**src/rtl/core/tqe_pkg.sv**
```systemverilog
// ---------------------------------------------------------------------------
// Tree ancestor query engine package
// Sizes, word types, port bundles and address helpers shared by the engine.
// ---------------------------------------------------------------------------
package tqe_pkg;

   localparam int MAX_NODES  = 1024;
   localparam int LEVELS     = 11;

   localparam int KIND_W     = 2;
   localparam int NODE_W     = 10;
   localparam int DEPTH_W    = 10;
   localparam int DIST_W     = 11;

   localparam int SLOT_W     = $clog2(MAX_NODES);
   localparam int LVL_IDX_W  = $clog2(LEVELS);
   localparam int LVL_W      = $clog2(LEVELS + 1);
   localparam int ANC_ADDR_W = SLOT_W + LVL_IDX_W;
   // one row of 2**LVL_IDX_W entries per node, upper entries of a row unused
   localparam int ANC_DEPTH  = MAX_NODES << LVL_IDX_W;

   typedef logic [KIND_W-1:0]  kind_type;
   typedef logic [NODE_W-1:0]  node_type;
   typedef logic [DEPTH_W-1:0] depth_type;
   typedef logic [DIST_W-1:0]  dist_type;

   localparam kind_type  KIND_LOAD = kind_type'(0);
   localparam kind_type  KIND_PAIR = kind_type'(1);
   localparam kind_type  KIND_KTH  = kind_type'(2);

   localparam depth_type DEPTH_MAX = '1;

   typedef struct packed {
      kind_type kind;
      node_type node_a;
      node_type node_b;
      node_type parent_node;
      node_type steps;
   } req_type;

   typedef struct packed {
      node_type result_node;
      dist_type distance;
   } rsp_type;

   typedef struct packed {
      logic                  wr_en;
      logic [ANC_ADDR_W-1:0] wr_addr;
      node_type              wr_data;
      logic [ANC_ADDR_W-1:0] rd_addr0;
      logic [ANC_ADDR_W-1:0] rd_addr1;
   } anc_port_type;

   typedef struct packed {
      logic              wr_en;
      logic [SLOT_W-1:0] wr_addr;
      depth_type         wr_data;
      logic [SLOT_W-1:0] rd_addr0;
      logic [SLOT_W-1:0] rd_addr1;
   } dep_port_type;

   // node number modulo the node count; plain truncation for a power of two
   function automatic logic [SLOT_W-1:0] slot_of(input node_type n);
      logic [31:0] r;
      r = 32'(n);
      for (int j = NODE_W - 1; j >= 0; j--) begin
         if (r >= (32'(MAX_NODES) << j)) begin
            r = r - (32'(MAX_NODES) << j);
         end
      end
      return SLOT_W'(r);
   endfunction

   function automatic logic [ANC_ADDR_W-1:0] anc_addr(input node_type n,
                                                       input logic [LVL_IDX_W-1:0] lvl);
      return {slot_of(n), lvl};
   endfunction

endpackage

```
**src/rtl/core/tqe_ctrl.sv**
```systemverilog
// ---------------------------------------------------------------------------
// Tree ancestor query engine sequencer
// Walks the ancestor and depth memories one level per step for loads,
// pair queries and kth-ancestor queries, and registers the result word.
// ---------------------------------------------------------------------------
module tqe_ctrl (
   input  logic                  clock,
   input  logic                  reset,
   input  logic                  start,
   output logic                  busy,
   input  tqe_pkg::req_type      req_word,
   output logic                  rsp_valid,
   output tqe_pkg::rsp_type      rsp_word,
   output tqe_pkg::anc_port_type anc_port,
   input  tqe_pkg::node_type     anc_q0,
   input  tqe_pkg::node_type     anc_q1,
   output tqe_pkg::dep_port_type dep_port,
   input  tqe_pkg::depth_type    dep_q0,
   input  tqe_pkg::depth_type    dep_q1
);

   import tqe_pkg::*;

   localparam logic [3:0] S_IDLE    = 4'd0;
   localparam logic [3:0] S_NOP     = 4'd1;
   localparam logic [3:0] S_L_DEP   = 4'd2;
   localparam logic [3:0] S_L_INIT  = 4'd3;
   localparam logic [3:0] S_L_FILL  = 4'd4;
   localparam logic [3:0] S_K_DEP   = 4'd5;
   localparam logic [3:0] S_K_CLAMP = 4'd6;
   localparam logic [3:0] S_K_WALK  = 4'd7;
   localparam logic [3:0] S_Q_DEP   = 4'd8;
   localparam logic [3:0] S_Q_SWAP  = 4'd9;
   localparam logic [3:0] S_Q_UP    = 4'd10;
   localparam logic [3:0] S_Q_CMP   = 4'd11;
   localparam logic [3:0] S_Q_P2    = 4'd12;
   localparam logic [3:0] S_Q_FIN   = 4'd13;
   localparam logic [3:0] S_Q_DIST  = 4'd14;

   localparam logic [LVL_IDX_W-1:0] TOP_IDX   = LVL_IDX_W'(LEVELS - 1);
   localparam logic [LVL_W-1:0]     LVL_TOP   = LVL_W'(LEVELS - 1);
   localparam logic [LVL_W-1:0]     LVL_END   = LVL_W'(LEVELS);

   logic [3:0]        state_ff, state_in;
   logic [LVL_W-1:0]  lvl_ff, lvl_in;
   req_type           req_ff, req_in;
   node_type          a_ff, a_in;
   node_type          b_ff, b_in;
   node_type          up_ff, up_in;
   depth_type         db_ff, db_in;
   dist_type          dsum_ff, dsum_in;
   logic [LEVELS-1:0] k_ff, k_in;
   logic              rsp_valid_ff, rsp_valid_in;
   rsp_type           rsp_ff, rsp_in;

   logic [LVL_IDX_W-1:0] lvl_idx;
   logic [LVL_IDX_W-1:0] lvl_dn_idx;

   assign lvl_idx    = LVL_IDX_W'(lvl_ff);
   assign lvl_dn_idx = LVL_IDX_W'(lvl_ff - 1'b1);

   always_comb begin
      node_type  a_next;
      node_type  b_next;
      node_type  kc;
      depth_type d_new;
      dist_type  two_d;

      state_in     = state_ff;
      lvl_in       = lvl_ff;
      req_in       = req_ff;
      a_in         = a_ff;
      b_in         = b_ff;
      up_in        = up_ff;
      db_in        = db_ff;
      dsum_in      = dsum_ff;
      k_in         = k_ff;
      rsp_valid_in = 1'b0;
      rsp_in       = rsp_ff;
      anc_port     = '0;
      dep_port     = '0;
      a_next       = a_ff;
      b_next       = b_ff;
      kc           = req_ff.steps;
      d_new        = '0;
      two_d        = '0;

      unique case (state_ff)
         S_IDLE: begin
            if (start) begin
               req_in = req_word;
               unique case (req_word.kind)
                  KIND_LOAD: state_in = S_L_DEP;
                  KIND_PAIR: state_in = S_Q_DEP;
                  KIND_KTH:  state_in = S_K_DEP;
                  default:   state_in = S_NOP;
               endcase
            end
         end

         S_NOP: begin
            rsp_in       = '0;
            rsp_valid_in = 1'b1;
            state_in     = S_IDLE;
         end

         // ---- load: depth from parent, then fill the row level by level ----
         S_L_DEP: begin
            dep_port.rd_addr0 = slot_of(req_ff.parent_node);
            state_in          = S_L_INIT;
         end

         S_L_INIT: begin
            if (req_ff.parent_node == req_ff.node_a) begin
               d_new = '0;
            end else if (dep_q0 == DEPTH_MAX) begin
               d_new = DEPTH_MAX;
            end else begin
               d_new = dep_q0 + 1'b1;
            end
            dep_port.wr_en    = 1'b1;
            dep_port.wr_addr  = slot_of(req_ff.node_a);
            dep_port.wr_data  = d_new;
            anc_port.wr_en    = 1'b1;
            anc_port.wr_addr  = anc_addr(req_ff.node_a, '0);
            anc_port.wr_data  = req_ff.parent_node;
            anc_port.rd_addr0 = anc_addr(req_ff.parent_node, '0);
            rsp_in.result_node = req_ff.node_a;
            rsp_in.distance    = DIST_W'(d_new);
            lvl_in             = LVL_W'(1);
            state_in           = S_L_FILL;
         end

         S_L_FILL: begin
            // a row that points at itself is served by the RAM bypass
            anc_port.wr_en    = 1'b1;
            anc_port.wr_addr  = anc_addr(req_ff.node_a, lvl_idx);
            anc_port.wr_data  = anc_q0;
            anc_port.rd_addr0 = anc_addr(anc_q0, lvl_idx);
            if (lvl_ff == LVL_TOP) begin
               rsp_valid_in = 1'b1;
               state_in     = S_IDLE;
            end else begin
               lvl_in = lvl_ff + 1'b1;
            end
         end

         // ---- kth ancestor: clamp to depth, then jump on each set bit ----
         S_K_DEP: begin
            dep_port.rd_addr0 = slot_of(req_ff.node_a);
            state_in          = S_K_CLAMP;
         end

         S_K_CLAMP: begin
            kc = (req_ff.steps > NODE_W'(dep_q0)) ? NODE_W'(dep_q0) : req_ff.steps;
            k_in              = LEVELS'(kc);
            a_in              = req_ff.node_a;
            anc_port.rd_addr0 = anc_addr(req_ff.node_a, '0);
            lvl_in            = LVL_W'(1);
            state_in          = S_K_WALK;
         end

         S_K_WALK: begin
            a_next = k_ff[lvl_dn_idx] ? anc_q0 : a_ff;
            if (lvl_ff == LVL_END) begin
               rsp_in.result_node = a_next;
               rsp_in.distance    = '0;
               rsp_valid_in       = 1'b1;
               state_in           = S_IDLE;
            end else begin
               anc_port.rd_addr0 = anc_addr(a_next, lvl_idx);
               a_in              = a_next;
               lvl_in            = lvl_ff + 1'b1;
            end
         end

         // ---- pair query ----
         S_Q_DEP: begin
            dep_port.rd_addr0 = slot_of(req_ff.node_a);
            dep_port.rd_addr1 = slot_of(req_ff.node_b);
            state_in          = S_Q_SWAP;
         end

         S_Q_SWAP: begin
            if (dep_q0 < dep_q1) begin
               a_next = req_ff.node_b;
               b_in   = req_ff.node_a;
               db_in  = dep_q0;
            end else begin
               a_next = req_ff.node_a;
               b_in   = req_ff.node_b;
               db_in  = dep_q1;
            end
            a_in              = a_next;
            dsum_in           = DIST_W'(dep_q0) + DIST_W'(dep_q1);
            anc_port.rd_addr0 = anc_addr(a_next, TOP_IDX);
            lvl_in            = LVL_TOP;
            state_in          = S_Q_UP;
         end

         // lifting pass: ancestor read, then its depth, in S_Q_UP and S_Q_CMP per level
         S_Q_UP: begin
            up_in             = anc_q0;
            dep_port.rd_addr0 = slot_of(anc_q0);
            state_in          = S_Q_CMP;
         end

         S_Q_CMP: begin
            a_next = (dep_q0 >= db_ff) ? up_ff : a_ff;
            a_in   = a_next;
            if (lvl_ff == '0) begin
               if (a_next == b_ff) begin
                  up_in             = a_next;
                  dep_port.rd_addr0 = slot_of(a_next);
                  state_in          = S_Q_DIST;
               end else begin
                  anc_port.rd_addr0 = anc_addr(a_next, TOP_IDX);
                  anc_port.rd_addr1 = anc_addr(b_ff, TOP_IDX);
                  lvl_in            = LVL_TOP;
                  state_in          = S_Q_P2;
               end
            end else begin
               anc_port.rd_addr0 = anc_addr(a_next, lvl_dn_idx);
               lvl_in            = lvl_ff - 1'b1;
               state_in          = S_Q_UP;
            end
         end

         // joint pass: both ancestors on the two read ports, one level a cycle
         S_Q_P2: begin
            if (anc_q0 != anc_q1) begin
               a_next = anc_q0;
               b_next = anc_q1;
            end
            a_in = a_next;
            b_in = b_next;
            if (lvl_ff == '0) begin
               anc_port.rd_addr0 = anc_addr(a_next, '0);
               state_in          = S_Q_FIN;
            end else begin
               anc_port.rd_addr0 = anc_addr(a_next, lvl_dn_idx);
               anc_port.rd_addr1 = anc_addr(b_next, lvl_dn_idx);
               lvl_in            = lvl_ff - 1'b1;
            end
         end

         S_Q_FIN: begin
            up_in             = anc_q0;
            dep_port.rd_addr0 = slot_of(anc_q0);
            state_in          = S_Q_DIST;
         end

         S_Q_DIST: begin
            two_d              = DIST_W'({dep_q0, 1'b0});
            rsp_in.result_node = up_ff;
            rsp_in.distance    = (dsum_ff >= two_d) ? (dsum_ff - two_d) : '0;
            rsp_valid_in       = 1'b1;
            state_in           = S_IDLE;
         end

         default: begin
            state_in = S_IDLE;
         end
      endcase
   end

   always_ff @(posedge clock) begin
      if (reset) begin
         state_ff     <= S_IDLE;
         lvl_ff       <= '0;
         rsp_valid_ff <= 1'b0;
      end else begin
         state_ff     <= state_in;
         lvl_ff       <= lvl_in;
         rsp_valid_ff <= rsp_valid_in;
      end
      req_ff  <= req_in;
      a_ff    <= a_in;
      b_ff    <= b_in;
      up_ff   <= up_in;
      db_ff   <= db_in;
      dsum_ff <= dsum_in;
      k_ff    <= k_in;
      rsp_ff  <= rsp_in;
   end

   assign busy      = (state_ff != S_IDLE);
   assign rsp_valid = rsp_valid_ff;
   assign rsp_word  = rsp_ff;

endmodule

```
**config.mk**
```make
export PLATFORM = sky130hd
export DESIGN_NAME = tqe_ctrl
export DESIGN_NICKNAME = d
export VERILOG_FILES = /design/src/rtl/core/tqe_pkg.sv /design/src/rtl/core/tqe_ctrl.sv
export SDC_FILE = /design/constraint.sdc
export NUM_CORES = 1
export LEC_CHECK = 0
export BUFFER_PORTS_ARGS = -buffer_cell sky130_fd_sc_hd__buf_2
export CAP_MARGIN = 20
export CORE_MARGIN = 3
export CORE_UTILIZATION = 35
export CTS_BUF_LIST = sky130_fd_sc_hd__clkbuf_16
export DETAILED_ROUTE_END_ITERATION = 7
export GPL_TIMING_DRIVEN = 0
export SKIP_LAST_GASP = 1
export SYNTH_ARGS = -nofsm -noshare
export SYNTH_HDL_FRONTEND = slang
export SYNTH_SLANG_ARGS = --single-unit
```
**constraint.sdc**
```tcl
create_clock -name clock -period 2.66 [get_ports clock]
set_input_delay 0.399 -clock clock [delete_from_list [all_inputs] [get_ports clock]]
set_output_delay 0.399 -clock clock [all_outputs]
set_load 0.05 [all_outputs]
```
==> results of run 1 <==
## worst max-delay path by stage
stage	depth (start not counted)	endpoint	slack, ns
final	12	anc_port[27]	-0.57
after global routing	12	anc_port[27]	-0.65
after CTS	12	anc_port[27]	-0.59
after detailed placement	11	anc_port[20]	-0.96
after global placement	7	a_ff[8]	-0.98
after floorplan	12	anc_port[27]	-0.17
## per-stage QoR
step | power (W) | std cells | instance area [µm²] | util
floorplan | 0.00561 | 1000 | 9710 | -
global placement | 0.00675 | 1536 | 11100 | 0.423
detailed placement | 0.00682 | 1540 | 11200 | 0.425
CTS | 0.00944 | 1593 | 12700 | 0.482
global route | 0.0101 | 1610 | 13200 | 0.502
finish | 0.00971 | 1610 | 13200 | 0.502
## cells by family (layout without fill, tap and decap cells)
logic type / Yosys count / after routing / synth area share
AND/OR/NAND/NOR: 287 / 288 / 0.147
flip-flops: 131 / 131 / 0.404
other: 0 / 1 / 0
XOR/XNOR: 58 / 58 / 0.0534
adder cells (fa/ha/maj): 56 / 56 / 0.0752
multiplexers: 69 / 69 / 0.0772
AO/OA/AOI/OAI: 286 / 287 / 0.195
buffers and inverters: 113 / 385 / 0.0484
## timing repair
action                                  CTS  global route
endpoints found under the setup margin  195           129
hold buffers                              0             0
buffers inserted                         27            15
gates resized for setup                 209           105
cloned                                    2             1
pin swaps                                21            35
## final cells by class
class                   instances  area (µm²)
diodes                          1        2.50
fillers                      2401       13100
clock inverters                15         133
clock buffers                  17         425
flip-flops and latches        131        3860
inverters                      53         211
well taps                     335         419
repair buffers                248        1710
plain buffers                  52         320
multi-input cells             758        6160
## cell usage after synthesis (all sizes together) (12+ instances only)
master  instances  area (µm²)
edfxtp        122        3660
mux2           12         135
nand2b         30         188
a21o           15         113
buf            16        93.8
nand3          22         110
nor2b          18         113
xor2           26         228
xnor2          32         280
clkbuf         44         168
ha             54         676
o21ai          74         378
inv            52         195
a22o           19         166
mux2i          55         551
nor2           68         255
nand2          79         297
and3           30         188
o21a           12        90.1
a21oi          81         405
## flip-flops by register name, summed over array words and instances (netlist names)
signal / flops
db_ff: 10
req_ff: 40
state_ff: 4
rsp_word: 21
k_ff: 10
b_ff: 10
lvl_ff: 4
dsum_ff: 11
rsp_valid: 1
up_ff: 10
a_ff: 10
## routing by layer
layer,track usage,vias to the layer above
li1,-,4251
met5,0,-
met3,0.0645,109
met2,0.369,539
met1,0.349,4462
met4,0.0962,4
## report_power, final
part | total [W] | internal [W] | leakage [nW] | switching [W]
Clock | 0.00227 | 0.00129 | 0.267 | 0.000976
Sequential | 0.00302 | 0.00273 | 1.21 | 0.000285
Combinational | 0.00442 | 0.00146 | 4.10 | 0.00296
Total | 0.00971 | 0.00549 | 5.57 | 0.00422
==> impl_summary.log, run 1 <==
INFO  metric drv.max_cap_violation_count = 0
INFO  metric chipWidth = 171 µm
INFO  metric worstSetupEndpointType = primary output
INFO  metric setup-tns-final = -13.87 ns
INFO  metric post-route-period-util = 1.21
INFO  metric clockBufferDepth = 2
INFO  metric gr-usage-all-layers = 0.249
INFO  metric fin_worst_hold_slack = around 0.15 ns
INFO  metric core_region_area = 26400 µm²
INFO  metric via_per_inst = 5.82
INFO  metric detail_route.drc_violations = 0
INFO  metric grt_setup_unrepaired = true
INFO  metric grt-ovfl-total = 0
INFO  metric final_cell_mix = sky130_fd_sc_hd__buf_2, sky130_fd_sc_hd__edfxtp_1, sky130_fd_sc_hd__nand2_1, sky130_fd_sc_hd__a21oi_1, sky130_fd_sc_hd__nor2_1
INFO  metric worst_hold_path_type = input pin to register
INFO  metric register_to_register_setup_slack = 0.04 ns
INFO  metric critPathTopFamily = multiplexers
INFO  metric final_nets = 1402
INFO  metric hold_end = req_ff[27]
INFO  metric critical_path_peak_fanout = 5
INFO  metric syn-instance-count = 1000
INFO  metric dominantRegCellSynth = sky130_fd_sc_hd__edfxtp_1
INFO  metric grt_pass1_vias = 8968
INFO  metric layout-drive-gt1-share = 0.367
INFO  metric grt_antenna_before_repair = 3
INFO  metric power.density_cell_area = 733 nW/µm²
INFO  metric clock_sink_count = 131
INFO  metric crit-reg2reg-launch = dsum_ff[1]
INFO  metric post_synthesis_sequential_area_ratio = 0.404
INFO  metric die_area = 29200 µm²
INFO  metric timing.final.hold_violations = 0
INFO  metric r2r_cells = 11
INFO  metric holdCritStartpoint = req_word[27]
INFO  metric cp_slowest_stage_delay = 0.36 ns
INFO  metric required_time_of_the_critical_path = around 2.3 ns
INFO  metric max_freq = 310 MHz
INFO  metric drt-wirelength-per-cell = 23.4 µm
INFO  metric first_pass_grt_wire_length = roughly 55000 µm
INFO  metric final_common_cell = sky130_fd_sc_hd__buf_2
INFO  metric initial_core_util = 0.361
INFO  metric crit_slowest_cell = sky130_fd_sc_hd__dfxtp_4
INFO  metric worst-setup-path-type = register to primary output
INFO  metric tritoncts = done
INFO  metric tightestPinTransition = 0.798 ns
INFO  metric wl_met1 = between 15000 and 20000 µm
INFO  metric synth_enable_flop_cells = around 120
INFO  metric timing.slew.headroom = 0.468
INFO  metric finalMaxSlewViolations = 0
INFO  metric cts_root_buffer = sky130_fd_sc_hd__clkbuf_16
INFO  metric result_of_the_run = finished with violations
INFO  metric pre_cts_ws = -0.959 ns
INFO  metric post_synth.cell_area_avg = 9.52 µm²
INFO  metric cp_cell_instances = buf_8, inv_8, ha_4, mux4_2, mux2_4, nand2_4, o21ai_4, buf_6, mux2i_2, o21a_1, o211ai_1, buf_4
INFO  metric drtPass1Iterations = 7
INFO  metric worst_ir_drop_vdd = 0.000511 V
INFO  metric detailroute.wirelength.met2 = 16500 µm
INFO  metric final_ws_setup = -0.567 ns
INFO  metric mappedNetlistArea = between 9000 and 10000 µm²
INFO  metric clock_skew = ~0.014 ns
INFO  metric failed_checks = negative setup slack
INFO  metric std_cell_rows = roughly 60
INFO  metric post-dp-hpwl = 27400 µm
INFO  metric clock_buffers_created_by_tritoncts = 17
INFO  metric launching_element_type_of_the_critical_path = register
INFO  metric syn-num-nets = 1141
INFO  metric detailroute.via_count = 9365
INFO  metric pin_count_of_the_biggest_net_entering_global_routing = 38
INFO  metric clk_pin_slew = 0.07 ns
INFO  metric report.final.setup_viol = 42
INFO  metric r2r_end = rsp_word[4]
INFO  metric io-pin-count = 202
INFO  metric power_leakage = 5.57 nW
INFO  metric synth-seq-cells = 131
INFO  metric total_length_of_routed_met3_wires = between 3000 and 4000 µm
INFO  metric dr.max_layer_used = met5
INFO  metric detail_route.wirelength = 37600 µm
INFO  metric area_growth_syn_to_layout = 39.2%
INFO  metric die_height = 171 µm
INFO  metric place.gp.congestion = a little under 1
INFO  metric htree_levels = 4
INFO  metric port_buffers = ~200
INFO  metric hold_path_depth = 1
INFO  metric clock_insertion_delay_at_the_later_pin_of_the_skew_report = ~0.42 ns
INFO  metric critPathArrivalTime = between 2 and 3 ns
INFO  metric drt_iter0_markers = 1225
INFO  metric netlist-cell-type-count = 64
INFO  metric detail-route-antenna-nets = 0
INFO  metric layout_min_cycle_time = approximately 3.2 ns
INFO  metric cp-startpoint = lvl_ff[0]
INFO  metric asyncSetResetFlopFracSynth = 0
INFO  metric crit_buf_inv = 4
INFO  metric yosys_warns = 0
No activity file was read; power rests on OpenSTA's default activity.
==> run 2: changes to the inputs <==
--- a/config.mk
+++ b/config.mk
@@ -12,6 +12,7 @@
 export CTS_BUF_LIST = sky130_fd_sc_hd__clkbuf_16
 export DETAILED_ROUTE_END_ITERATION = 7
 export GPL_TIMING_DRIVEN = 0
+export SETUP_SLACK_MARGIN = 0.3
 export SKIP_LAST_GASP = 1
 export SYNTH_ARGS = -nofsm -noshare
 export SYNTH_HDL_FRONTEND = slang
==> run 2 against run 1 <==
Net effect: the run still ends with negative setup slack left; worst hold slack got worse by 0.011 ns; sequential power is essentially flat; total power is 11% higher; global-route usage rose by 2.2 points; utilization is 5.7 points higher; critical endpoint is now anc_port[22]; largest cell class unchanged.
==> impl_summary.log, run 2 (synthesis gave the netlist of run 1 again) <==
INFO  metric drv.max_cap_violation_count = 0 (unchanged)
INFO  metric timing.slew.headroom = 0.496 (+0.0280)
INFO  metric cp_slowest_stage_delay = 0.36 ns (about the same)
INFO  metric sequentialPowerShare = 0.279 (-0.032)
INFO  metric critical_path_peak_fanout = 5 (unchanged)
INFO  metric post_dp_cell_area = 11500 µm² (+3.0%)
INFO  metric crit_buf_inv = 5 (+1)
INFO  metric worst_ir_drop_vdd = 0.000611 V (+20%)
INFO  metric detail_route.drc_violations = 0 (unchanged)
INFO  metric internal_pwr_total = 0.00615 W (+12%)
INFO  metric stdcell_count = 1654 (+2.7%)
INFO  metric clock_buffers_created_by_tritoncts = 17 (unchanged)
INFO  metric final_ws_setup = -0.729 ns (-0.162 ns)
INFO  metric grt_setup_unrepaired = true
INFO  metric crit_slowest_cell = sky130_fd_sc_hd__dfxtp_4
INFO  metric max_flop_register = req_ff
INFO  metric htree_levels = 4 (unchanged)
INFO  metric post-layout-total-power = 0.0107 W (+11%)
INFO  metric share_clk_of_total_power = 0.226 (-0.008)
INFO  metric power.combinational.fraction = 0.495 (+0.040)
INFO  metric worst_hold_path_type = input pin to register
INFO  metric dpl.cell_count = 1541 (+0.065%)
INFO  metric final_common_cell = sky130_fd_sc_hd__edfxtp_1
INFO  metric required_time_of_the_critical_path = 2.26 ns (about the same)
INFO  metric grt_pass1_vias = 9251 (+3.2%)
INFO  metric post-route-period-util = 1.27 (+0.0608)
INFO  metric die_height = 171 µm (unchanged)
INFO  metric detail_route.wirelength = 41000 µm (+8.9%)
INFO  metric timing.final.hold_violations = 0 (unchanged)
INFO  metric final_cell_mix = sky130_fd_sc_hd__edfxtp_1, sky130_fd_sc_hd__buf_2, sky130_fd_sc_hd__buf_6
INFO  metric power.density_cell_area = 728 nW/µm² (-0.68%)
INFO  metric failed_checks = negative setup slack
INFO  metric path_common_cell = sky130_fd_sc_hd__buf_8
INFO  metric layout_min_cycle_time = 3.39 ns (+0.162 ns)
INFO  metric pin_count_of_the_biggest_net_entering_global_routing = 39 (+2.6%)
INFO  metric post-dp-hpwl = 28900 µm (+5.6%)
INFO  metric result_of_the_run = finished with violations
INFO  metric power_switching = 0.00459 W (+8.7%)
INFO  metric chipWidth = 171 µm (unchanged)
INFO  metric port_buffers = 201 (unchanged)
INFO  metric detail-route-antenna-nets = 0 (unchanged)
INFO  metric largest_register_ffs = 40 (unchanged)
INFO  metric holdCritStartpoint = req_word[20]
INFO  metric clockBufferDepth = 2 (unchanged)
INFO  metric critPathTopFamily = multiplexers
INFO  metric cp_cell_instances = buf_8, inv_8, ha_4, buf_8, mux4_2, mux2_4, nand2_4, o21ai_4, buf_6, mux2i_2, o21a_1, o211ai_1, buf_4
INFO  metric worstSetupEndpointType = primary output
INFO  metric cts_root_buffer = sky130_fd_sc_hd__clkbuf_16
INFO  metric via_per_inst = 5.86 (+0.81%)
INFO  metric grt-ovfl-total = 0 (unchanged)
INFO  metric tightestPinTransition = 0.752 ns (-0.0462 ns)
INFO  metric area_growth_syn_to_layout = 54.9%
INFO  metric switching_power_share_of_the_total = 0.428 (-0.00737)
INFO  metric clk_pin_slew = 0.07 ns (about the same)
INFO  metric report.final.setup_viol = 34 (-19%)
INFO  metric max_freq = 295 MHz (-4.8%)
INFO  metric cts_hold_buf = 0 (unchanged)
INFO  metric std_cell_rows = 59 (unchanged)
INFO  metric critPathArrivalTime = 2.99 ns (+0.16 ns)
INFO  metric launching_element_type_of_the_critical_path = register
INFO  metric stdcell_area = 14700 µm² (+11%)
INFO  metric drt_iter0_markers = 1149 (-6.2%)
INFO  metric drt-wirelength-per-cell = 24.8 µm (+6.0%)
INFO  metric first_pass_grt_wire_length = 58900 µm (+7.7%)
INFO  metric clock_insertion_delay_at_the_later_pin_of_the_skew_report = 0.43 ns (about the same)
INFO  metric detailroute.via_count = 9699 (+3.6%)
INFO  metric initial_core_util = 0.361 (unchanged)
INFO  metric clock_skew = 0.0184 ns (+0.00442 ns)
INFO  metric drtPass1Iterations = 7 (unchanged)
INFO  metric io-pin-count = 202 (unchanged)
INFO  metric crit-reg2reg-launch = lvl_ff[0]
INFO  metric gr-usage-all-layers = 0.271 (+0.0220)
INFO  metric place.gp.congestion = 0.981 (-0.70%)
INFO  metric final_nets = 1447 (+3.2%)
INFO  metric power_leakage = 6.12 nW (+9.7%)
INFO  metric layout-drive-gt1-share = 0.449 (+0.0818)
INFO  metric core_region_area = 26400 µm² (unchanged)
INFO  metric setup-tns-final = -17.38 ns (-3.51 ns)
INFO  metric clock_sink_count = 131 (unchanged)
INFO  metric worst-setup-path-type = register to primary output
INFO  metric die_area = 29200 µm² (unchanged)
INFO  metric cp-startpoint = lvl_ff[0]
INFO  metric grt_antenna_before_repair = 3 (unchanged)
INFO  metric finalMaxSlewViolations = 0 (unchanged)
INFO  metric tritoncts = done
-- run 2: cell count changes in the layout (fill, tap and decap cells not counted), moves of 8 or more --
cell,delta
sky130_fd_sc_hd__nand2b_1,-10
sky130_fd_sc_hd__and3_1,-14
sky130_fd_sc_hd__a22o_4,+16
sky130_fd_sc_hd__nor2b_2,-8
sky130_fd_sc_hd__buf_8,+26
sky130_fd_sc_hd__buf_2,-42
sky130_fd_sc_hd__buf_4,+26
sky130_fd_sc_hd__clkbuf_1,-8
sky130_fd_sc_hd__nand2b_4,+11
sky130_fd_sc_hd__nor2b_4,+12
sky130_fd_sc_hd__a22o_1,-11
sky130_fd_sc_hd__buf_6,+37
sky130_fd_sc_hd__and3_4,+14
-- run 2: path summary, 6_finish.rpt --
kind                       end  slack (ns)  depth (start not counted)
setup / recovery  anc_port[22]       -0.73                         13
hold / removal      req_ff[20]        0.13                          1
setup reg to reg       a_ff[3]        0.11                         12
hold reg to reg        k_ff[1]        0.60                          2
-- run 2: repair_timing --
action / CTS / global route
resized for setup: 366 / 154
buffers inserted: 44 / 28
endpoints found under the setup margin: 249 / 176
gates cloned: 8 / 1
pin swaps: 35 / 32
-- run 2: area by class of cell --
class,instances,area (µm²)
inverters,53,221
clock buffers,17,425
well taps,335,419
flip-flops and latches,131,3860
repair buffers,284,2370
fillers,2294,11600
plain buffers,60,524
multi-input cells,758,6760
clock inverters,14,153
repair inverters,1,7.51
diodes,1,2.50
-- run 2: routing by layer --
metal / vias to the layer above / track usage / wire length (µm)
met2: 585 / 0.413 / 18400
met1: 4660 / 0.379 / 16900
met5: - / 0 / 27
li1: 4351 / - / -
met3: 99 / 0.0575 / 4090
met4: 4 / 0.102 / 1560
-- run 2: power groups by stage --
stage               Combinational, W  Clock (W)  Sequential [W]
global route                 0.00555    0.00253         0.00302
global placement             0.00392          0         0.00301
CTS                          0.00474    0.00243         0.00298
floorplan                    0.00256          0         0.00317
finish                       0.00531    0.00243         0.00300
detailed placement           0.00398          0         0.00300
-- run 2: metrics by stage --
stage          hold WS (ns)  worst slack (ns)   util
6_report              0.135            -0.729  0.559
5_1_grt               0.126            -0.791  0.559
4_1_cts               0.129            -0.697  0.526
3_5_place_dp          0.540            -0.779  0.437
3_3_place_gp          0.537             -1.08  0.435
2_1_floorplan         0.492            -0.166      -
==> run 3: changes to the inputs <==
--- a/config.mk
+++ b/config.mk
@@ -5,6 +5,7 @@
 export SDC_FILE = /design/constraint.sdc
 export NUM_CORES = 1
 export LEC_CHECK = 0
+export ABC_AREA = 1
 export BUFFER_PORTS_ARGS = -buffer_cell sky130_fd_sc_hd__buf_2
 export CAP_MARGIN = 20
 export CORE_MARGIN = 3
==> run 3 against run 2 <==
Net effect: the flow still finishes with violations (negative setup slack); wire length shrank 0.68%; total power shrank 18%; die area grew 0.30%; synthesized cell count grew 19%; maximum frequency shrank 5.3%; global-route usage shrank 0.47 points; clock power is essentially flat; synthesized area grew 0.32%; cell count grew 13%.
==> impl_summary.log, run 3 <==
INFO  metric final_cell_mix = sky130_fd_sc_hd__nand2_1, sky130_fd_sc_hd__inv_1, sky130_fd_sc_hd__edfxtp_1
INFO  metric timing.final.hold_violations = 0 (unchanged)
INFO  metric syn-instance-count = 1190 (+19%)
INFO  metric post-layout-total-power = 0.00886 W (-18%)
INFO  metric critPathArrivalTime = 3.18 ns (+0.19 ns)
INFO  metric die_height = 171 µm (+0.15%)
INFO  metric grt_antenna_before_repair = 0 (-3)
INFO  metric report.final.setup_viol = 48 (+41%)
INFO  metric power.density_cell_area = 589 nW/µm² (-19%)
INFO  metric synth.most_common_cell = sky130_fd_sc_hd__nand2_1
INFO  metric synth-seq-cells = 131 (unchanged)
INFO  metric power.combinational.fraction = 0.413 (-0.082)
INFO  metric mappedNetlistArea = 9550 µm² (+0.32%)
INFO  metric worst-setup-path-type = register to primary output
INFO  metric initial_core_util = 0.361 (about the same)
INFO  metric dominantRegCellSynth = sky130_fd_sc_hd__edfxtp_1
INFO  metric tritoncts = done
INFO  metric power_switching = 0.00355 W (-23%)
INFO  metric synth_common_cells = sky130_fd_sc_hd__nand2_1, sky130_fd_sc_hd__inv_1, sky130_fd_sc_hd__edfxtp_1
INFO  metric final_ws_setup = -0.918 ns (-0.189 ns)
INFO  metric std_cell_rows = 59 (unchanged)
INFO  metric area_growth_syn_to_layout = 57.6%
INFO  metric cp_slowest_stage_delay = 0.32 ns (-0.04 ns)
INFO  metric netlist_top_cells_area = sky130_fd_sc_hd__edfxtp_1, sky130_fd_sc_hd__nand2_1, sky130_fd_sc_hd__ha_1
INFO  metric gr-usage-all-layers = 0.266 (-0.00466)
INFO  metric worstSetupEndpointType = primary output
INFO  metric timing.slew.headroom = 0.411 (-0.0854)
INFO  metric post-route-period-util = 1.35 (+0.0709)
INFO  metric hold_end = req_ff[24]
INFO  metric largest_register_ffs = 40 (unchanged)
INFO  metric holdCritStartpoint = req_word[24]
INFO  metric drtPass1Iterations = 5 (-2)
INFO  metric clock_sink_count = 131 (unchanged)
INFO  metric synth.top_cell.area_share = 0.384 (-0.00121)
INFO  metric netlist-cell-type-count = 53 (-17%)
INFO  metric clock_insertion_delay_at_the_later_pin_of_the_skew_report = 0.43 ns (about the same)
INFO  metric worst_ir_drop_vdd = 0.000339 V (-45%)
INFO  metric tightestPinTransition = 0.884 ns (+0.132 ns)
INFO  metric drt_iter0_markers = 1272 (+11%)
INFO  metric max_flop_register = req_ff
INFO  metric place.gp.congestion = 0.957 (-2.4%)
INFO  metric result_of_the_run = finished with violations
INFO  metric max_freq = 280 MHz (-5.3%)
INFO  metric core_region_area = 26400 µm² (+0.28%)
INFO  metric worst_hold_path_type = input pin to register
INFO  metric clock_buffers_created_by_tritoncts = 17 (unchanged)
INFO  metric finalMaxSlewViolations = 0 (unchanged)
INFO  metric r2r_end = up_ff[9]
INFO  metric clock_skew = 0.0129 ns (-0.00549 ns)
INFO  metric cp_cell_instances = inv_1, ha_4, nand2_4, nor2_4, nand3_4, nand3_4, buf_12, nand2_4, nand2_4, nand2_2, nand2_2, nand3_4, nor2_8, nand4_4, buf_12, a21oi_4, nand4_1, buf_6
INFO  metric asyncSetResetFlopFracSynth = 0 (unchanged)
INFO  metric drv.max_cap_violation_count = 0 (unchanged)
INFO  metric switching_power_share_of_the_total = 0.401 (-0.0268)
INFO  metric layout-drive-gt1-share = 0.428 (-0.0213)
INFO  metric grt_pass1_vias = 9714 (+5.0%)
INFO  metric crit-reg2reg-launch = db_ff[7]
INFO  metric share_clk_of_total_power = 0.276 (+0.050)
INFO  metric clk_pin_slew = 0.07 ns (about the same)
INFO  metric port_buffers = 201 (unchanged)
INFO  metric crit_slowest_cell = sky130_fd_sc_hd__edfxtp_1
INFO  metric required_time_of_the_critical_path = 2.26 ns (about the same)
INFO  metric detail_route.wirelength = 40700 µm (-0.68%)
INFO  metric post_synth.cell_area_avg = 8.02 µm² (-16%)
INFO  metric post_synthesis_sequential_area_ratio = 0.403 (-0.00127)
INFO  metric layout.filler_cells = 2308 (+0.61%)
INFO  metric failed_checks = negative setup slack
INFO  metric critical_path_peak_fanout = 6 (+1)
INFO  metric layout_min_cycle_time = 3.58 ns (+0.189 ns)
INFO  metric synth_top_area_cell = sky130_fd_sc_hd__edfxtp_1
INFO  metric power_leakage = 6.63 nW (+8.4%)
INFO  metric via_per_inst = 5.61 (-4.4%)
INFO  metric chipWidth = 171 µm (+0.15%)
INFO  metric grt-ovfl-total = 0 (unchanged)
INFO  metric final_nets = 1667 (+15%)
INFO  metric drt-wirelength-per-cell = 21.7 µm (-12%)
INFO  metric htree_levels = 4 (unchanged)
INFO  metric detailroute.via_count = 10500 (+8.2%)
INFO  metric detail-route-antenna-nets = 0 (unchanged)
INFO  metric syn-num-nets = 1331 (+17%)
INFO  metric detail_route.drc_violations = 0 (unchanged)
INFO  metric internal_pwr_total = 0.00531 W (-14%)
INFO  metric first_pass_grt_wire_length = 58400 µm (-0.83%)
INFO  metric clockBufferDepth = 2 (unchanged)
INFO  metric n_antenna_cell = 0 (-1)
INFO  metric r2r_cells = 17 (+5)
INFO  metric pin_count_of_the_biggest_net_entering_global_routing = 31 (-21%)
INFO  metric grt_setup_unrepaired = true
INFO  metric pre_cts_ws = -1.07 ns (-0.295 ns)
INFO  metric die_area = 29300 µm² (+0.30%)
INFO  metric launching_element_type_of_the_critical_path = register
INFO  metric yosys_warns = 0 (unchanged)
INFO  metric final_common_cell = sky130_fd_sc_hd__nand2_1
INFO  metric sequentialPowerShare = 0.311 (+0.032)
INFO  metric cts_root_buffer = sky130_fd_sc_hd__clkbuf_16
INFO  metric synth_enable_flop_cells = 122 (unchanged)
INFO  metric register_to_register_setup_slack = -0.14 ns (-0.25 ns)
INFO  metric hold_path_depth = 1 (unchanged)
INFO  metric io-pin-count = 202 (unchanged)
INFO  metric post-dp-hpwl = 29700 µm (+2.7%)
[run 3: changes by cell type in the layout (fill, tap and decap cells not counted), moves of 17 or more]
cell / change
sky130_fd_sc_hd__nand2_2: +24
sky130_fd_sc_hd__nor2_2: +18
sky130_fd_sc_hd__inv_2: +17
sky130_fd_sc_hd__inv_1: +95
sky130_fd_sc_hd__nand2b_4: -21
sky130_fd_sc_hd__o21ai_0: +33
sky130_fd_sc_hd__nor2_4: +34
sky130_fd_sc_hd__xnor2_1: -18
sky130_fd_sc_hd__mux2i_1: -43
sky130_fd_sc_hd__buf_4: +17
sky130_fd_sc_hd__nand2_1: +113
[run 3: final cells by class]
type | instances | area, µm² | share of cell area
clock inverter | 14 | 163 | 0.0108
inverter | 179 | 729 | 0.0485
tap | 335 | 419 | 0.0279
sequential | 131 | 3870 | 0.257
buffer | 37 | 360 | 0.0240
multi-input combinational | 843 | 6340 | 0.422
timing repair buffer | 316 | 2730 | 0.181
timing repair inverter | 1 | 7.51 | 0.000499
clock buffer | 17 | 425 | 0.0283
[run 3: how the worst max path moves through the flow]
stage                 from      endpoint  slack (ns)  depth (start not counted)
2_1_floorplan  state_ff[2]  anc_port[15]       -0.29                          9
3_5_place_dp     dep_q0[0]  dep_port[13]       -1.07                         20
4_1_cts           db_ff[8]  anc_port[24]       -0.87                         19
5_1_grt           db_ff[7]  anc_port[24]       -1.03                         19
6_report          db_ff[7]  anc_port[20]       -0.92                         18
3_3_place_gp   state_ff[0]  anc_port[20]       -1.30                          8
[run 3: kinds of logic (layout without fill, tap and decap cells)]
logic type | Yosys count | count (layout) | synth area share
flops | 131 | 131 | 0.403
xor+xnor | 33 | 33 | 0.0311
simple gates | 469 | 469 | 0.226
buf+inv | 216 | 564 | 0.0897
compound gates | 285 | 285 | 0.175
fa+ha+maj | 56 | 56 | 0.0750
[run 3: per-stage QoR]
| stage | cells | cell area, µm² | hold WS [ns] | setup TNS [ns] | util |
|---|---|---|---|---|---|
| after global routing | 1873 | 15000 | 0.129 | -35.61 | 0.569 |
| after detailed placement | 1727 | 11600 | 0.508 | -65.38 | 0.440 |
| after floorplan | 1190 | 10200 | 0.468 | -2.36 | - |
| final | 1873 | 15000 | 0.137 | -29.90 | 0.569 |
| after global placement | 1726 | 11600 | 0.508 | -73.91 | 0.439 |
| after CTS | 1830 | 14000 | 0.127 | -27.71 | 0.530 |
[run 3: critical path: cells and delay by family, from the launching register on]
family                     cells  cell delay [ns]
DFF                            1             0.32
buffers and inverters          4             0.63
adders and majority gates      1             0.28
AOI/OAI and AO/OA              1             0.14
and+or+nand+nor               12             1.38
[run 3: what timing repair did]
action	in CTS	in global routing
buffers inserted	63	43
gates resized for setup	349	203
pin swaps	44	51
setup endpoints to repair	193	179
gates cloned	9	0
hold buffers	0	0
[run 3: layer usage]
metal,vias to the layer above,GRT usage,share of wire
met5,-,0,0
met4,0,0.0882,0.032
met3,80,0.0670,0.10
met2,625,0.399,0.44
met1,5011,0.376,0.42
li1,4783,-,-
[run 3: power by group through the flow]
stage | logic [W] | registers (W) | clock network [W]
after floorplan | 0.00168 | 0.00289 | 0
after global placement | 0.00259 | 0.00279 | 0
after detailed placement | 0.00263 | 0.00279 | 0
after CTS | 0.00321 | 0.00274 | 0.00246
after global routing | 0.00385 | 0.00277 | 0.00256
final | 0.00366 | 0.00275 | 0.00245
